File: src/design/i2a_pkg.sv
// Package for the integer to ASCII converter.
// It holds the request and result types, the sequencer states, the sizes and the character codes.
// It depends on nothing else.
`default_nettype none

package i2a_pkg;

    // Sizes of the binary value and of the decimal digit store.
    localparam int VALUE_W    = 64;
    localparam int NUM_DIGITS = 20;
    localparam int HEX_DIGITS = VALUE_W / 4;
    localparam int DIGITS_W   = 4 * NUM_DIGITS;
    localparam int BIT_CNT_W  = $clog2(VALUE_W);
    localparam int LEFT_W     = $clog2(NUM_DIGITS + 1);

    // Mode codes. Bit 1 alone selects hexadecimal.
    localparam logic [1:0] MODE_UNSIGNED = 2'd0;
    localparam logic [1:0] MODE_SIGNED   = 2'd1;
    localparam int         MODE_HEX_BIT  = 1;

    // Character codes.
    localparam logic [7:0] CHAR_ZERO       = 8'h30;
    localparam logic [7:0] CHAR_ALPHA_BASE = 8'h37;
    localparam logic [7:0] CHAR_MINUS      = 8'h2D;
    localparam logic [7:0] CHAR_SUFFIX_H   = 8'h48;

    // One request: the value and its mode.
    typedef struct packed {
        logic [VALUE_W-1:0] value;
        logic [1:0]         mode;
    } in_t;

    // One result: a character and the flag on the final one.
    typedef struct packed {
        logic [7:0] character;
        logic       last;
    } out_t;

    // Sequencer states of the top level.
    typedef enum logic [2:0] {
        ST_IDLE,
        ST_CONVERT,
        ST_SKIP,
        ST_SIGN,
        ST_EMIT,
        ST_SUFFIX
    } state_t;

    // Maps one digit to its upper-case ASCII character.
    function automatic logic [7:0] digit_char(input logic [3:0] d);
        logic [7:0] d_ext;
        d_ext = {4'h0, d};
        if (d < 4'd10)
        begin
            return CHAR_ZERO + d_ext;
        end
        return CHAR_ALPHA_BASE + d_ext;
    endfunction

endpackage

`default_nettype wire

File: src/design/i2a_dabble.sv
// Iterative binary to BCD unit using the shift-and-add-3 method, one bit per cycle.
// It depends on i2a_pkg for the value and digit store widths.
`default_nettype none

module i2a_dabble
    import i2a_pkg::*;
(
    input  wire logic                clk,
    input  wire logic                rst_n,
    input  wire logic                start,
    input  wire logic [VALUE_W-1:0]  value,
    output logic                     busy,
    output logic [DIGITS_W-1:0]      bcd
);

    logic                 busy_reg, busy_next;
    logic [BIT_CNT_W-1:0] count_reg, count_next;
    logic [VALUE_W-1:0]   bin_reg, bin_next;
    logic [DIGITS_W-1:0]  bcd_reg, bcd_next;
    logic [DIGITS_W-1:0]  bcd_adj;

    // Add three to every digit of five or more before the shift.
    always_comb
    begin
        for (int i = 0; i < NUM_DIGITS; i++)
        begin
            if (bcd_reg[4*i +: 4] >= 4'd5)
            begin
                bcd_adj[4*i +: 4] = bcd_reg[4*i +: 4] + 4'd3;
            end
            else
            begin
                bcd_adj[4*i +: 4] = bcd_reg[4*i +: 4];
            end
        end
    end

    // Load on start, otherwise shift one binary bit into the digit store per cycle while busy.
    always_comb
    begin
        busy_next  = busy_reg;
        count_next = count_reg;
        bin_next   = bin_reg;
        bcd_next   = bcd_reg;
        if (start)
        begin
            busy_next  = 1'b1;
            count_next = BIT_CNT_W'(VALUE_W - 1);
            bin_next   = value;
            bcd_next   = '0;
        end
        else if (busy_reg)
        begin
            bin_next   = {bin_reg[VALUE_W-2:0], 1'b0};
            bcd_next   = {bcd_adj[DIGITS_W-2:0], bin_reg[VALUE_W-1]};
            count_next = count_reg - BIT_CNT_W'(1);
            if (count_reg == '0)
            begin
                busy_next = 1'b0;
            end
        end
    end

    // Control registers.
    always_ff @(posedge clk or negedge rst_n)
    begin
        if (!rst_n)
        begin
            busy_reg  <= 1'b0;
            count_reg <= '0;
        end
        else
        begin
            busy_reg  <= busy_next;
            count_reg <= count_next;
        end
    end

    // Data registers.
    always_ff @(posedge clk)
    begin
        bin_reg <= bin_next;
        bcd_reg <= bcd_next;
    end

    assign busy = busy_reg;
    assign bcd  = bcd_reg;

endmodule

`default_nettype wire

File: src/design/integer_to_ascii_converter.sv
// Top level of the integer to ASCII converter: sequencer, digit store and output register.
// It depends on i2a_pkg and instantiates i2a_dabble.
`default_nettype none

// Each request carries a 64-bit value and a mode (unsigned decimal, signed decimal, or
// hexadecimal with an 'H' suffix; mode 3 acts as hexadecimal), and the block answers with
// the ASCII text of the value, one character per result, most significant first, with last
// set on the final character. There are no leading zeros, and zero gives "0" (or "0H").
// The block takes one request at a time and is not ready while it works on it. A decimal
// request is accepted, then waits in the convert state on the bit-serial BCD unit (the
// shifts and the load of the digits), then drops leading zero digits in the skip state and
// finds the first digit there, then sends a minus sign if negative and then the digits. A
// hexadecimal request skips the BCD unit: after acceptance it goes straight to the skip
// state, then sends the digits and the suffix. A stalled result consumer holds up the
// sign, digit and suffix states.
module integer_to_ascii_converter
    import i2a_pkg::*;
(
    input  wire logic clk,
    input  wire logic rst_n,
    input  wire logic arg_valid,
    output logic      arg_ready,
    input  wire in_t  arg,
    output logic      text_valid,
    input  wire logic text_ready,
    output out_t      text
);

    state_t              state_reg, state_next;
    logic [DIGITS_W-1:0] digits_reg, digits_next;
    logic [LEFT_W-1:0]   left_reg, left_next;
    logic                neg_reg, neg_next;
    logic                hex_reg, hex_next;
    logic                text_valid_reg, text_valid_next;
    out_t                text_reg, text_next;

    logic                accept;
    logic                arg_hex;
    logic                arg_neg;
    logic [VALUE_W-1:0]  magnitude;
    logic                load_ok;
    logic                dab_busy;
    logic [DIGITS_W-1:0] dab_bcd;
    logic [3:0]          top_digit;

    assign accept  = arg_valid && arg_ready;
    assign arg_hex = arg.mode[MODE_HEX_BIT];
    assign arg_neg = (arg.mode == MODE_SIGNED) && arg.value[VALUE_W-1];

    // Two's complement magnitude of a negative signed request.
    assign magnitude = arg_neg ? (~arg.value + VALUE_W'(1)) : arg.value;

    // The output register can take a character when it is empty or being drained.
    assign load_ok   = !text_valid_reg || text_ready;
    assign top_digit = digits_reg[DIGITS_W-1 -: 4];

    // Bit-serial binary to BCD conversion of the magnitude.
    i2a_dabble u_dabble (
        .clk   (clk),
        .rst_n (rst_n),
        .start (accept && !arg_hex),
        .value (magnitude),
        .busy  (dab_busy),
        .bcd   (dab_bcd)
    );

    // Sequencer: next state, digit store and output register loads.
    always_comb
    begin
        state_next      = state_reg;
        digits_next     = digits_reg;
        left_next       = left_reg;
        neg_next        = neg_reg;
        hex_next        = hex_reg;
        text_next       = text_reg;
        text_valid_next = text_valid_reg && !text_ready;
        arg_ready       = (state_reg == ST_IDLE);

        case (state_reg)
            ST_IDLE:
            begin
                if (arg_valid)
                begin
                    hex_next = arg_hex;
                    neg_next = arg_neg;
                    if (arg_hex)
                    begin
                        digits_next = {arg.value, {(DIGITS_W - VALUE_W){1'b0}}};
                        left_next   = LEFT_W'(HEX_DIGITS);
                        state_next  = ST_SKIP;
                    end
                    else
                    begin
                        left_next  = LEFT_W'(NUM_DIGITS);
                        state_next = ST_CONVERT;
                    end
                end
            end
            ST_CONVERT:
            begin
                if (!dab_busy)
                begin
                    digits_next = dab_bcd;
                    state_next  = ST_SKIP;
                end
            end
            ST_SKIP:
            begin
                // Drop leading zero digits, but always keep one digit.
                if ((left_reg != LEFT_W'(1)) && (top_digit == 4'd0))
                begin
                    digits_next = {digits_reg[DIGITS_W-5:0], 4'h0};
                    left_next   = left_reg - LEFT_W'(1);
                end
                else if (neg_reg)
                begin
                    state_next = ST_SIGN;
                end
                else
                begin
                    state_next = ST_EMIT;
                end
            end
            ST_SIGN:
            begin
                if (load_ok)
                begin
                    text_next.character = CHAR_MINUS;
                    text_next.last      = 1'b0;
                    text_valid_next     = 1'b1;
                    state_next          = ST_EMIT;
                end
            end
            ST_EMIT:
            begin
                if (load_ok)
                begin
                    text_next.character = digit_char(top_digit);
                    text_next.last      = !hex_reg && (left_reg == LEFT_W'(1));
                    text_valid_next     = 1'b1;
                    digits_next         = {digits_reg[DIGITS_W-5:0], 4'h0};
                    left_next           = left_reg - LEFT_W'(1);
                    if (left_reg == LEFT_W'(1))
                    begin
                        state_next = hex_reg ? ST_SUFFIX : ST_IDLE;
                    end
                end
            end
            ST_SUFFIX:
            begin
                if (load_ok)
                begin
                    text_next.character = CHAR_SUFFIX_H;
                    text_next.last      = 1'b1;
                    text_valid_next     = 1'b1;
                    state_next          = ST_IDLE;
                end
            end
            default:
            begin
                state_next = ST_IDLE;
            end
        endcase
    end

    // State register.
    always_ff @(posedge clk or negedge rst_n)
    begin
        if (!rst_n)
        begin
            state_reg      <= ST_IDLE;
            text_valid_reg <= 1'b0;
        end
        else
        begin
            state_reg      <= state_next;
            text_valid_reg <= text_valid_next;
        end
    end

    // Payload registers.
    always_ff @(posedge clk)
    begin
        digits_reg <= digits_next;
        left_reg   <= left_next;
        neg_reg    <= neg_next;
        hex_reg    <= hex_next;
        text_reg   <= text_next;
    end

    assign text_valid = text_valid_reg;
    assign text       = text_reg;

    // The BCD unit is never busy while a new request can be accepted.
    a_idle_unit_free: assert property (@(posedge clk) disable iff (!rst_n)
        (state_reg == ST_IDLE) |-> !dab_busy)
        else $error("BCD unit busy while the converter is idle");

    // A decimal request puts the sequencer in the convert state with the BCD unit busy in the next cycle.
    a_decimal_starts: assert property (@(posedge clk) disable iff (!rst_n)
        (accept && !arg_hex) |=> (state_reg == ST_CONVERT) && dab_busy)
        else $error("decimal request did not start the BCD unit");

    // The digit count stays in range while digits are skipped or sent.
    a_left_range: assert property (@(posedge clk) disable iff (!rst_n)
        ((state_reg == ST_SKIP) || (state_reg == ST_EMIT)) |->
        ((left_reg != '0) && (left_reg <= LEFT_W'(NUM_DIGITS))))
        else $error("digit count out of range");

    // A hexadecimal digit is never flagged as the final character.
    a_hex_not_last: assert property (@(posedge clk) disable iff (!rst_n)
        ((state_reg == ST_EMIT) && hex_reg && load_ok) |=> !text_reg.last)
        else $error("hexadecimal digit flagged as last");

endmodule

`default_nettype wire

File: config.mk
export PLATFORM = sky130hd
export DESIGN_NAME = integer_to_ascii_converter
export DESIGN_NICKNAME = d
export VERILOG_FILES = /design/src/design/i2a_pkg.sv /design/src/design/i2a_dabble.sv /design/src/design/integer_to_ascii_converter.sv
export SDC_FILE = /design/constraint.sdc
export NUM_CORES = 1
export LEC_CHECK = 0
export BUFFER_PORTS_ARGS = -buffer_cell sky130_fd_sc_hd__buf_4
export CORE_AREA = 2 2 169 171
export DETAILED_ROUTE_END_ITERATION = 10
export DIE_AREA = 0 0 171 173
export PLACE_DENSITY = 0.69
export SYNTH_ARGS = -nofsm -noshare
export SYNTH_HDL_FRONTEND = slang
export SYNTH_SLANG_ARGS = --single-unit
File: constraint.sdc
create_clock -name clk -period 7.6 [get_ports clk]
set_clock_uncertainty 0.2 [all_clocks]
set_input_delay 0.38 -clock clk [delete_from_list [all_inputs] [get_ports clk]]
set_output_delay 0.38 -clock clk [all_outputs]
set_load 0.01 [all_outputs]
==> run summary <==
The run finished with clean final reports. The run gives 64 as the distinct cell type count after synthesis. The tools report the via count of the first global-routing pass as 10489.

The critical path launch point type is a flip-flop. A synthesized cell averages 9.23 µm². The overall overflow remaining after global route was 0. Leaving out fill and tap cells, the most frequent cells in the layout are 254 x sky130_fd_sc_hd__nand2_1, 159 x sky130_fd_sc_hd__edfxtp_1, 120 x sky130_fd_sc_hd__nor2_1. The slowest stage of the critical path is the sky130_fd_sc_hd__a21oi_4 cell. The largest single stage delay on the critical path is 1.00 ns. Setup repair after global routing left no endpoint under its margin.

Summed over all nets, the half-perimeter wirelength after detailed placement is 21.9 mm. Layout cell share with drive strength beyond 1: 0.102. The die width was 171 µm; the post-route setup TNS was 0 ns. Counting I/O delays and the setup requirement, the final critical path takes 3.78 ns. The first-pass GRT wire length was 54.0 mm; the register-to-register setup slack was 3.82 ns. Fraction of post-synthesis cell area in the top cell type by area: 0.350. Combined buffer and inverter count along the critical path: 1. In the synthesized netlist the dominant register cell turns out to be sky130_fd_sc_hd__edfxtp_1.

The worst-case headroom to the max-slew limit is 0.154, and the power density relative to cell area is 413 nW/µm². The setup slack of the critical path after layout was 3.82 ns. Traced cell by cell, the critical path runs through ha_1 > nor4b_1 > nor4b_1 > o22ai_1 > a21oi_4 > buf_4. The worst setup path is of the flip-flop to flip-flop kind. Clock latency on the worst-skew pair, taken at its later pin, is 0.55 ns. The endpoint arrival time on the critical path is 3.75 ns, and the post-synthesis sequential area ratio is 0.488. The area added between synthesis and finish came out at 17.5%.

Final hold analysis gives a worst-case slack of 0.0230 ns. Setup violations remaining at the end of the flow were counted as 0. For the max-slew violation count, the log shows 0.

The cell family with the largest share of critical-path delay is compound AO/OA/AOI/OAI gates. The detailed-route wire length is 33.4 mm, and the height of the die is 173 µm. The first TritonRoute pass finished after 5 iterations. The register bit total from synthesis was 250; the total count of hold-check failures in the final report was 0. The mapped netlist covers 13600 µm². In this run the deepest clock path goes through 3 buffers. Clock-pin slew was measured on the worst setup and hold paths at 0.06 ns. Entering global routing, the biggest net connects 104 pins.

Worst hold-check path type: input port to flip-flop. The initial antenna violation count is 1, and the CTS sink count is 250. The cell count after synthesis came out at 1478. The data required time of the critical path is 7.58 ns, and the achievable clock frequency is 265 MHz.

The routed wire length per instance came out at 17.0 µm. The tools report the worst slack at placement as 3.82 ns. The tools report the count of H-tree levels built during CTS as 1. Ranked by total cell area, the synthesized netlist is headed by sky130_fd_sc_hd__edfxtp_1 35%, sky130_fd_sc_hd__dfxtp_1 12%, sky130_fd_sc_hd__nand2_1 7.0%.

At the pin with the least slew margin, the transition time is 1.27 ns. Post-CTS timing repair inserted 0 buffers for setup. The worst-case IR drop observed on VDD is 0.000230 V. The core region is 27600 µm². The tools report the post-detailed-route count of antenna-violating nets as 0. Largest area contributor in the netlist: sky130_fd_sc_hd__edfxtp_1. The synthesized design contains 159 enable-type register cells. The number of vias after detailed routing is 11222. The number of ports placed on the die boundary was 81; the maximum fanout along the worst path was 44. The detail-routed via count per cell came out at 5.71.

The tools report the total of warnings raised by yosys as 0. The share of the clock period used by the worst path is 0.497. Counting every net in the synthesized netlist gives 1595. TritonCTS created 28 clock buffers.

The number of antenna diodes in the final layout is 0. TritonCTS built the clock tree. STA classifies the critical path endpoint as a flip-flop. The tools report the combined global-route utilization of all metal layers as 0.223. The first routing iteration left 1008 violations.

Port buffering added 79 buffers. The number of violations of the max-capacitance limit is 0, and the leakage power is 6.44 nW. The share of flip-flops with an asynchronous set or reset after synthesis works out to 0.0440. In this design, the critical path's most frequently occurring cell is sky130_fd_sc_hd__nor4b_1.

The starting density of the core was 0.494; the routability congestion estimate was 0.911. The run gives 1684 as the net total in the final layout. In the routed design, unresolved DRC markers number 0. The tools report the buffer cell driving the clock tree root as sky130_fd_sc_hd__clkbuf_16. The die covers 29600 µm².

The initialized floorplan defines 61 standard-cell rows. The library cell used most frequently in the layout, excluding fill and tap cells, is sky130_fd_sc_hd__nand2_1.
==> path summary, 6_finish.rpt <==
path | startpoint | endpoint | depth (start not counted)
worst max-delay path | left_reg[0] | digits_reg[28] | 6
worst min-delay path | arg[19] | digits_reg[33] | 3
worst max register to register | left_reg[0] | digits_reg[28] | 6
worst min register to register | u_dabble.bcd[79] | u_dabble.bcd[79] | 2
max in group asynchronous | rst_n | u_dabble.busy | 3
min in group asynchronous | rst_n | u_dabble.count_reg[4] | 3
==> worst register-to-register path: stages, from the launching register on <==
cell and delay [ns]:
sky130_fd_sc_hd__edfxtp_1 0.44, sky130_fd_sc_hd__ha_1 0.23, sky130_fd_sc_hd__nor4b_1 0.17, sky130_fd_sc_hd__nor4b_1 0.46, sky130_fd_sc_hd__o22ai_1 0.21, sky130_fd_sc_hd__a21oi_4 1.00, sky130_fd_sc_hd__buf_4 0.68
==> report_power, final <==
part | leakage (nW) | total [mW] | internal (mW) | switching, mW
clock network | 0.493 | 1.40 | 0.850 | 0.555
logic | 3.53 | 2.42 | 0.975 | 1.44
registers | 2.42 | 2.79 | 2.32 | 0.467
==> routing by layer <==
| metal | global-route usage | part of all wire |
|---|---|---|
| met5 | 0 | 0 |
| met4 | 0.0734 | 0.032 |
| met3 | 0.0346 | 0.063 |
| met2 | 0.343 | 0.44 |
| met1 | 0.321 | 0.47 |
==> cell families after synthesis <==
family,after synthesis,share of synthesized area
adders and majority gates,47,0.0431
muxes,24,0.0176
and+or+nand+nor,545,0.187
DFF,250,0.488
buffers and inverters,140,0.0393
xor gates and xnor gates,92,0.0591
other,1,0.000275
AOI/OAI and AO/OA,379,0.166
==> through the flow <==
| stage | util | area [µm²] | total power, mW | instances |
|---|---|---|---|---|
| floorplan | - | 13600 | 4.54 | 1478 |
| global placement | 0.526 | 14500 | 5.08 | 1863 |
| detailed placement | 0.526 | 14500 | 5.19 | 1863 |
| CTS | 0.580 | 16000 | 6.64 | 1967 |
| global route | 0.580 | 16000 | 7.14 | 1967 |
| finish | 0.580 | 16000 | 6.62 | 1967 |
==> layout make-up <==
type / count / area [µm²]
clock buffer: 40 / 893
clock inverter: 12 / 83.8
fill: 2419 / 11600
inverter: 57 / 214
multi-input combinational: 1088 / 6510
sequential: 250 / 6660
tap: 378 / 473
timing repair buffer: 142 / 1200
==> cells in the mapped netlist, types with 4 or more instances <==
cell                       number
sky130_fd_sc_hd__nand2_1      255
sky130_fd_sc_hd__edfxtp_1     159
sky130_fd_sc_hd__nor2_1       121
sky130_fd_sc_hd__a21oi_1      103
sky130_fd_sc_hd__dfxtp_1       80
sky130_fd_sc_hd__clkbuf_1      71
sky130_fd_sc_hd__o21ai_0       71
sky130_fd_sc_hd__o21ai_1       70
sky130_fd_sc_hd__xnor2_1       66
sky130_fd_sc_hd__a22oi_1       61
sky130_fd_sc_hd__inv_1         56
sky130_fd_sc_hd__ha_1          47
sky130_fd_sc_hd__nor3_1        32
sky130_fd_sc_hd__nand2b_1      27
sky130_fd_sc_hd__xor2_1        26
sky130_fd_sc_hd__mux2i_1       24
sky130_fd_sc_hd__nand3_1       24
sky130_fd_sc_hd__a211oi_1      17
sky130_fd_sc_hd__nor3b_1       17
sky130_fd_sc_hd__a31oi_1       15
sky130_fd_sc_hd__a22o_1        12
sky130_fd_sc_hd__dfrtp_1       11
sky130_fd_sc_hd__nor4_1        11
sky130_fd_sc_hd__o31ai_1        9
sky130_fd_sc_hd__and2_1         8
sky130_fd_sc_hd__nand4_1        8
sky130_fd_sc_hd__nor2b_1        8
sky130_fd_sc_hd__buf_1          6
sky130_fd_sc_hd__buf_2          5
sky130_fd_sc_hd__a41oi_1        4
sky130_fd_sc_hd__nor4_2         4
sky130_fd_sc_hd__or4_1          4
==> repair_timing <==
| item | CTS | global route |
|---|---|---|
| hold endpoints to repair | 63 | 0 |
| setup endpoints to repair | 0 | 0 |
| resized for setup | 0 | 0 |
| hold buffers | 52 | 0 |
No activity file was read; power rests on OpenSTA's default activity.
